<file path="config.mk">
export PLATFORM = sky130hd
export DESIGN_NAME = burst_limited_round_robin_queues_unit
export DESIGN_NICKNAME = d
export VERILOG_FILES = /design/src/brlrr_pkg.sv /design/src/brlrr_ctrl.sv /design/src/brlrr_dp.sv /design/src/burst_limited_round_robin_queues_unit.sv
export SDC_FILE = /design/constraint.sdc
export NUM_CORES = 2
export LEC_CHECK = 0
export ABC_AREA = 0
export BUFFER_PORTS_ARGS = -buffer_cell sky130_fd_sc_hd__clkbuf_2
export CAP_MARGIN = 20
export CORE_MARGIN = 1.5
export CORE_UTILIZATION = 63
export CTS_CLUSTER_SIZE = 30
export DETAILED_ROUTE_END_ITERATION = 6
export MAX_ROUTING_LAYER = met4
export PLACE_DENSITY = 0.79
export SETUP_SLACK_MARGIN = 0.15
export SYNTH_ARGS = -nofsm -noshare
export SYNTH_HDL_FRONTEND = slang
export SYNTH_HIERARCHICAL = 1
export SYNTH_SLANG_ARGS = --single-unit
</file>
<file path="constraint.sdc">
create_clock -name clk -period 9.45 [get_ports clk]
set_clock_uncertainty 0.1 [all_clocks]
set_input_delay 0.4725 -clock clk [delete_from_list [all_inputs] [get_ports clk]]
set_output_delay 0.4725 -clock clk [all_outputs]
set_load 0.05 [all_outputs]
</file>
<file path="src/brlrr_pkg.sv">
// Shared types and codes of the burst limited round robin queues unit.
package brlrr_pkg;

	localparam int NUM_DIRS = 4;
	localparam int DIR_W = 2;
	localparam int TAG_W = 16;
	localparam int TIME_W = 8;
	localparam int LIMIT_W = 8;
	localparam int CFG_DATA_W = 8;
	localparam int CFG_INDEX_W = 1;

	localparam logic OP_ENQUEUE = 1'b0;
	localparam logic OP_SERVE = 1'b1;

	localparam logic [1:0] ST_GRANTED = 2'd0;
	localparam logic [1:0] ST_EMPTY = 2'd1;
	localparam logic [1:0] ST_ENQUEUED = 2'd2;
	localparam logic [1:0] ST_DROPPED = 2'd3;

	localparam logic [CFG_INDEX_W-1:0] REG_START_DIRECTION = 1'd0;
	localparam logic [CFG_INDEX_W-1:0] REG_BURST_LIMIT = 1'd1;

	typedef struct packed {
		logic operation;
		logic [DIR_W-1:0] direction;
		logic [TAG_W-1:0] car_tag;
		logic [TIME_W-1:0] pass_time;
	} req_item_t;

	typedef struct packed {
		logic [1:0] status;
		logic [DIR_W-1:0] granted_direction;
		logic [TAG_W-1:0] granted_tag;
		logic [TIME_W-1:0] granted_time;
	} rsp_item_t;

	typedef struct packed {
		logic load_item;
		logic execute;
		logic load_out;
	} dp_cmd_t;

endpackage

</file>
<file path="src/brlrr_ctrl.sv">
// Controller state machine that sequences one transaction at a time.
module brlrr_ctrl (
	input logic clk,
	input logic arst_n,
	input logic req_valid,
	output logic req_ready,
	output logic rsp_valid,
	input logic rsp_ready,
	output brlrr_pkg::dp_cmd_t cmd
);
	import brlrr_pkg::*;

	typedef enum logic [1:0] {
		S_IDLE,
		S_EXEC,
		S_OUT
	} state_t;

	state_t state_q;
	logic rsp_valid_q;

	assign req_ready = (state_q == S_IDLE);
	assign rsp_valid = rsp_valid_q;

	always_comb begin
		cmd.load_item = req_valid && (state_q == S_IDLE);
		cmd.execute = (state_q == S_EXEC);
		cmd.load_out = (state_q == S_OUT) && (!rsp_valid_q || rsp_ready);
	end

	always_ff @(posedge clk or negedge arst_n) begin
		if (!arst_n) begin
			state_q <= S_IDLE;
			rsp_valid_q <= 1'b0;
		end else begin
			if (cmd.load_out) begin
				rsp_valid_q <= 1'b1;
			end else if (rsp_ready) begin
				rsp_valid_q <= 1'b0;
			end
			case (state_q)
				S_IDLE: begin
					if (req_valid) state_q <= S_EXEC;
				end
				S_EXEC: begin
					state_q <= S_OUT;
				end
				S_OUT: begin
					if (cmd.load_out) state_q <= S_IDLE;
				end
				default: begin
					state_q <= S_IDLE;
				end
			endcase
		end
	end

endmodule

</file>
<file path="src/brlrr_dp.sv">
// Datapath: queue pointers and counts, car store, direction pick and result register.
module brlrr_dp #(
	parameter int QUEUE_DEPTH = 16
) (
	input logic clk,
	input logic arst_n,
	input brlrr_pkg::dp_cmd_t cmd,
	input brlrr_pkg::req_item_t req,
	output brlrr_pkg::rsp_item_t rsp,
	input logic cfg_we,
	input logic [brlrr_pkg::CFG_INDEX_W-1:0] cfg_index,
	input logic [brlrr_pkg::CFG_DATA_W-1:0] cfg_data
);
	import brlrr_pkg::*;

	localparam int SW = (QUEUE_DEPTH > 1) ? $clog2(QUEUE_DEPTH) : 1;
	localparam int CW = $clog2(QUEUE_DEPTH + 1);
	localparam int AW = DIR_W + SW;
	localparam int MEM_DEPTH = NUM_DIRS << SW;
	localparam int ENTRY_W = TAG_W + TIME_W;

	req_item_t item_q;
	logic [DIR_W-1:0] start_dir_q;
	logic [LIMIT_W-1:0] burst_limit_q;
	logic [SW-1:0] heads_q [NUM_DIRS];
	logic [CW-1:0] counts_q [NUM_DIRS];
	logic [DIR_W-1:0] cur_dir_q;
	logic [LIMIT_W-1:0] burst_served_q;
	logic fresh_q;
	logic [1:0] status_q;
	logic [DIR_W-1:0] pick_dir_q;
	logic [ENTRY_W-1:0] rdata_q;
	rsp_item_t rsp_q;

	logic [ENTRY_W-1:0] mem [MEM_DEPTH];

	logic [NUM_DIRS-1:0] nonempty;
	logic [LIMIT_W-1:0] limit;
	logic [LIMIT_W-1:0] used;
	logic stay;
	logic [DIR_W-1:0] base;
	logic found;
	logic [DIR_W-1:0] pick;
	logic [DIR_W-1:0] probe;
	logic [LIMIT_W-1:0] new_served;
	logic enq_full;
	logic [SW:0] tail_sum;
	logic [SW-1:0] tail_slot;
	logic [SW-1:0] head_next;
	logic do_write;
	logic do_read;

	assign rsp = rsp_q;

	always_comb begin
		for (int i = 0; i < NUM_DIRS; i++) begin
			nonempty[i] = (counts_q[i] != '0);
		end
	end

	// Round robin pick: keep the current direction while its burst lasts,
	// otherwise take the first non-empty queue from the search base on.
	always_comb begin
		limit = (burst_limit_q == '0) ? LIMIT_W'(1) : burst_limit_q;
		used = fresh_q ? '0 : burst_served_q;
		stay = !fresh_q && nonempty[cur_dir_q] && (used < limit);
		base = fresh_q ? start_dir_q : cur_dir_q + DIR_W'(1);
		found = stay;
		pick = cur_dir_q;
		for (int k = 0; k < NUM_DIRS; k++) begin
			probe = base + DIR_W'(k);
			if (!found && nonempty[probe]) begin
				found = 1'b1;
				pick = probe;
			end
		end
		new_served = stay ? used + LIMIT_W'(1) : LIMIT_W'(1);
	end

	always_comb begin
		enq_full = (counts_q[item_q.direction] == CW'(QUEUE_DEPTH));
		tail_sum = (SW + 1)'(heads_q[item_q.direction]) +
			(SW + 1)'(counts_q[item_q.direction]);
		if (tail_sum >= (SW + 1)'(QUEUE_DEPTH)) begin
			tail_slot = SW'(tail_sum - (SW + 1)'(QUEUE_DEPTH));
		end else begin
			tail_slot = SW'(tail_sum);
		end
		if (heads_q[pick] == SW'(QUEUE_DEPTH - 1)) begin
			head_next = '0;
		end else begin
			head_next = heads_q[pick] + SW'(1);
		end
		do_write = cmd.execute && (item_q.operation == OP_ENQUEUE) && !enq_full;
		do_read = cmd.execute && (item_q.operation == OP_SERVE) && found;
	end

	always_ff @(posedge clk) begin
		if (do_write) begin
			mem[{item_q.direction, tail_slot}] <= {item_q.car_tag, item_q.pass_time};
		end
		if (do_read) begin
			rdata_q <= mem[AW'({pick, heads_q[pick]})];
		end
		if (cmd.load_item) begin
			item_q <= req;
		end
	end

	always_ff @(posedge clk or negedge arst_n) begin
		if (!arst_n) begin
			start_dir_q <= '0;
			burst_limit_q <= LIMIT_W'(1);
			for (int i = 0; i < NUM_DIRS; i++) begin
				heads_q[i] <= '0;
				counts_q[i] <= '0;
			end
			cur_dir_q <= '0;
			burst_served_q <= '0;
			fresh_q <= 1'b1;
			status_q <= ST_EMPTY;
			pick_dir_q <= '0;
			rsp_q <= '0;
		end else begin
			if (cfg_we) begin
				case (cfg_index)
					REG_START_DIRECTION: start_dir_q <= cfg_data[DIR_W-1:0];
					REG_BURST_LIMIT: burst_limit_q <= cfg_data[LIMIT_W-1:0];
					default: ;
				endcase
			end
			if (cmd.execute) begin
				pick_dir_q <= pick;
				if (item_q.operation == OP_ENQUEUE) begin
					if (enq_full) begin
						status_q <= ST_DROPPED;
					end else begin
						status_q <= ST_ENQUEUED;
						counts_q[item_q.direction] <= counts_q[item_q.direction] + CW'(1);
					end
				end else if (found) begin
					status_q <= ST_GRANTED;
					heads_q[pick] <= head_next;
					counts_q[pick] <= counts_q[pick] - CW'(1);
					cur_dir_q <= pick;
					burst_served_q <= new_served;
					fresh_q <= 1'b0;
				end else begin
					status_q <= ST_EMPTY;
				end
			end
			if (cmd.load_out) begin
				rsp_q.status <= status_q;
				if (status_q == ST_GRANTED) begin
					rsp_q.granted_direction <= pick_dir_q;
					rsp_q.granted_tag <= rdata_q[ENTRY_W-1:TIME_W];
					rsp_q.granted_time <= rdata_q[TIME_W-1:0];
				end else begin
					rsp_q.granted_direction <= '0;
					rsp_q.granted_tag <= '0;
					rsp_q.granted_time <= '0;
				end
			end
		end
	end

endmodule

</file>
<file path="src/burst_limited_round_robin_queues_unit.sv">
// Top level of the burst limited round robin queues unit.
// A result transaction is offered once its request has been accepted and has passed the
// execute and output steps of the controller, the output step waiting while an earlier result
// is not yet taken. Requests go one at a time; the car store read takes the execute step.
// Reset (arst_n low, asynchronous) empties all queues, clears burst state and sets the
// registers to start_direction 0 and burst_limit 1; the car store itself is not cleared.
module burst_limited_round_robin_queues_unit #(
	parameter int QUEUE_DEPTH = 16
) (
	input logic clk,
	input logic arst_n,
	input logic req_valid,
	output logic req_ready,
	input brlrr_pkg::req_item_t req,
	output logic rsp_valid,
	input logic rsp_ready,
	output brlrr_pkg::rsp_item_t rsp,
	input logic cfg_we,
	input logic [brlrr_pkg::CFG_INDEX_W-1:0] cfg_index,
	input logic [brlrr_pkg::CFG_DATA_W-1:0] cfg_data
);
	import brlrr_pkg::*;

	// Commands from the controller to the datapath. The controller sequences each
	// transaction through capture, execution and handoff to the result register.
	dp_cmd_t cmd;

	// The controller owns the handshakes. A new request is taken whenever it is idle,
	// even while an earlier result still waits in the result register.
	brlrr_ctrl u_ctrl (
		.clk(clk),
		.arst_n(arst_n),
		.req_valid(req_valid),
		.req_ready(req_ready),
		.rsp_valid(rsp_valid),
		.rsp_ready(rsp_ready),
		.cmd(cmd)
	);

	// The datapath holds the queues, the round robin and burst state, the
	// configuration registers and the registered result.
	brlrr_dp #(
		.QUEUE_DEPTH(QUEUE_DEPTH)
	) u_dp (
		.clk(clk),
		.arst_n(arst_n),
		.cmd(cmd),
		.req(req),
		.rsp(rsp),
		.cfg_we(cfg_we),
		.cfg_index(cfg_index),
		.cfg_data(cfg_data)
	);

endmodule
</file>
==> results.md <==
- Relative to the synthesized area, the layout overhead comes to 11.4%.
- STA classifies the critical path startpoint as a register.
- The weighted congestion reported at the end of routability-driven placement is 0.889.
- In this run the cell area of the synthesized design comes to just under 70000 µm².
- The most heavily used metal layer in global routing is met2.
- The largest fanout of any net on the critical path is 178.
- The average detailed-routed wire length per instance is 29.4 µm.
- Synthesis inferred 1679 register bits.
- Using the TritonRoute via totals, the vias-per-cell ratio works out to between 6 and 7.
- In this design, the critical path's most frequently occurring cell is sky130_fd_sc_hd__a211oi_1.
- In the layout the commonest cells are sky130_fd_sc_hd__edfxtp_1, sky130_fd_sc_hd__nand2_1, sky130_fd_sc_hd__mux2i_1, sky130_fd_sc_hd__and3_1, sky130_fd_sc_hd__nand3_1.
- The share of the clock period used by the worst path is between 70 and 80%.
- Among all stages on the critical path, the largest delay is contributed by sky130_fd_sc_hd__a2111oi_2.
- In this run, synthesis inferred ~1600 flip-flops with an integrated enable.
- Data arrives at the worst endpoint at 7910 ps.
- Cells with a size suffix above 1 make up around 12% of the layout.
- The pin slew with the least headroom to its limit is between 1000 and 1500 ps.
- On the final layout, the worst hold slack is ~98 ps.
- The number of endpoints failing setup at the final stage is 0.
- The highest clock frequency the design can meet is 132 MHz.
- Counting flops with an async set or reset pin after synthesis yields a share of 5.48%.
- The run finished, with violations left.
- The kind of path behind the tightest hold check is in -> async.
- The TritonCTS clock tree is built.
- The number of pins exceeding their max-slew limit in the final report was 0.
- Headroom to the max-slew limit came out at roughly 12%.
- Setup total negative slack on the finished layout was measured at 0 ps.
- The number of warnings printed during yosys synthesis is 6.
- The number of input and output port buffers inserted is 70.
- Walking the worst path, the cells encountered are nor2b_1, ha_1, a211oi_1, o21ai_0, a311oi_1, and3_1, a21oi_1, o22ai_4, o21bai_4, nand2_8, inv_16, buf_4, mux2i_1, a211oi_1, a2111oi_2, nand4_1.
- The pin count of the biggest net entering global routing is about 180.
- The die is 330 µm wide.
- The sequential cell area fraction in the yosys report is 74.3%.
- The tool flagged a number of max-cap violations equal to 0.
- The final antenna-violating net count is 0.
- The effective utilization at floorplan is 63.7%.
- For this run the aggregate overflow at the end of global routing stands at 0.
- At the end of the flow, the number of nets in the layout was just under 5000.
- In this design, the stage delay of the slowest critical-path cell is approximately 970 ps.
- Summed over all instances, the cell type with the most area after synthesis is sky130_fd_sc_hd__edfxtp_1.
- Leaving out fill and tap cells, the most frequent cell in the layout is sky130_fd_sc_hd__edfxtp_1.
- Fill cells in the final layout number 6416.
- The detailed-route DRC error count is 20.
- The routing usage on met3 is 9.17%.
- The nature of the critical path endpoint is a register.
- After layout, the minimum clock period comes to 7560 ps.
- By area the synthesized netlist is led by sky130_fd_sc_hd__edfxtp_1, sky130_fd_sc_hd__nand2_1, sky130_fd_sc_hd__mux2i_1.
- The area share of the largest cell type after synthesis is 70.9%.
- Global routing consumed, on the met1 layer, 46.7% of the routing resources.
- In this design, the largest share of critical-path delay is due to compound AO/OA/AOI/OAI gates.
- The final HPWL from detailed placement is roughly 100000 µm.
- The total area inside the core boundary comes to around 110000 µm².
- The setup slack of the critical path after layout is ~1900 ps.
- For this run, the detailed router's first-pass iteration total came to 7.
- The total number of clock tree sinks is about 1700.
- STA puts the critical path data required time at slightly below 10000 ps.
- The die height is ~330 µm.
- The average instance in the mapped netlist occupies around 14 µm².
- The number of global-route vias before repair is around 42000.
- The die covers approximately 110000 µm².
- Buffers inserted during clock tree synthesis total 160.
- The H-tree was split into 4 levels.
- The clock tree root buffer cell is sky130_fd_sc_hd__clkbuf_16.
- The count of final hold-check violations is 0.
- The clock slew at the register clock pins of the worst setup and hold paths is about 60 ps.
- The number of DRC violations after detailed-routing iteration 0 is ~7000.
- The initial antenna violation count is 14.
- The netlist uses 77 different library cells.
- For this block, the via count after detailed routing is 43200.
- The floorplan has 119 rows.
- The number of buffers on the longest clock path is 3.
- At the later pin of the worst-skew pair, clock insertion delay measures about 770 ps.
- The primary flip-flop cell chosen by synthesis mapping is sky130_fd_sc_hd__edfxtp_1.
- The sum of routed wire length over all layers is between 150000 and 200000 µm.
- The first global-routing pass estimated between 200000 and 300000 µm of wire.
- Setup repair after global routing left no endpoint under its margin.
- The instance count of the mapped netlist is 4701.
- Prior to clock tree synthesis, the placed netlist has a worst setup slack of around 2000 ps.
- For this run, global-route usage on met2 was measured as roughly 53%.
- The final reports fail on DRC.
- The top-level port count is 71.
- Synthesis produced a netlist with a net count of 4758.
- The count of buffer and inverter cells on the critical path is 2.
- The startpoint-to-endpoint class of the critical path is reg -> reg.
- Global routing consumed, over all layers together, a little over a third of the routing resources.
## layer usage
layer | vias to the layer above | part of all wire, %
li1 | 18200 | -
met1 | 21200 | 35
met2 | 3249 | 46
met3 | 578 | 15
met4 | 0 | 5.1
met5 | - | 0
## worst paths after layout
check,from,endpoint,slack [ps],cells past startpoint
setup / recovery,u_dp/fresh_q,u_dp/rdata_q[15],1890,16
hold / removal,arst_n,u_dp/rsp[1],100,2
setup reg to reg,u_dp/fresh_q,u_dp/rdata_q[15],1890,16
hold reg to reg,u_dp/rdata_q[10],u_dp/rsp[10],390,2
max in group asynchronous,arst_n,u_dp/rsp[16],7910,3
min in group clk,cfg_we,u_dp/start_dir_q[0],110,3
## cells in the mapped netlist (64+ instances only)
master                        n
sky130_fd_sc_hd__dfrtp_1     89
sky130_fd_sc_hd__a221oi_1    98
sky130_fd_sc_hd__edfxtp_1  1587
sky130_fd_sc_hd__nand3_1    208
sky130_fd_sc_hd__mux2i_1    252
sky130_fd_sc_hd__a311oi_1   119
sky130_fd_sc_hd__clkbuf_1   147
sky130_fd_sc_hd__nor2_1     103
sky130_fd_sc_hd__o21ai_0     64
sky130_fd_sc_hd__nand2_1   1105
sky130_fd_sc_hd__buf_2       87
sky130_fd_sc_hd__a211oi_1    83
sky130_fd_sc_hd__and3_1     241
## repair_timing
action                                 4_1_cts  5_1_grt
endpoints found under the hold margin       63        0
hold buffers                                39        0
buffers inserted                             0        0
gates resized for setup                      0        0
## kinds of logic (layout without fill, tap and decap cells)
| family | Yosys count | count (layout) | synth area share [%] |
|---|---|---|---|
| AND/OR/NAND/NOR | 1778 | 1778 | 11.7 |
| flip-flops | 1679 | 1679 | 74.3 |
| AO/OA/AOI/OAI | 576 | 576 | 6.62 |
| buffers and inverters | 343 | 613 | 2.27 |
| multiplexers | 291 | 291 | 4.56 |
| XOR/XNOR | 18 | 18 | 0.235 |
| adder cells (fa/ha/maj) | 16 | 16 | 0.309 |
| other | 0 | 9 | 0 |
## metrics by stage
stage,util [%],cell area [µm²],std cells
after floorplan,-,67200,4701
after global placement,65.8,69500,6021
after detailed placement,65.9,69600,6033
after CTS,70.9,74800,6360
after global routing,70.9,74900,6369
final,70.9,74900,6371
## layout make-up
class,count,area (µm²),share of cell area [%]
Antenna cell,9,22.5,0.0301
Clock buffer,229,4460,5.96
Clock inverter,59,364,0.486
Inverter,55,230,0.307
Multi-Input combinational cell,2679,16000,21.4
Sequential cell,1679,50000,66.7
Tap cell,1391,1740,2.32
Timing Repair Buffer,270,2060,2.76
## sequential cells by signal (all words and copies together) (netlist names)
name,cells
u_dp/heads_q,16
u_dp/status_q,2
u_dp/burst_limit_q,8
u_dp/cur_dir_q,2
u_dp/fresh_q,1
u_ctrl/rsp_valid,1
u_dp/start_dir_q,2
u_dp/burst_served_q,8
u_dp/pick_dir_q,2
u_dp/item_q,27
u_ctrl/state_q,2
u_dp/rdata_q,24
u_dp/counts_q,20
u_dp/rsp,28
u_dp/mem,1536
Power is not shown: default switching activity piles up to over one toggle a cycle in this logic, so the estimate is an artifact.
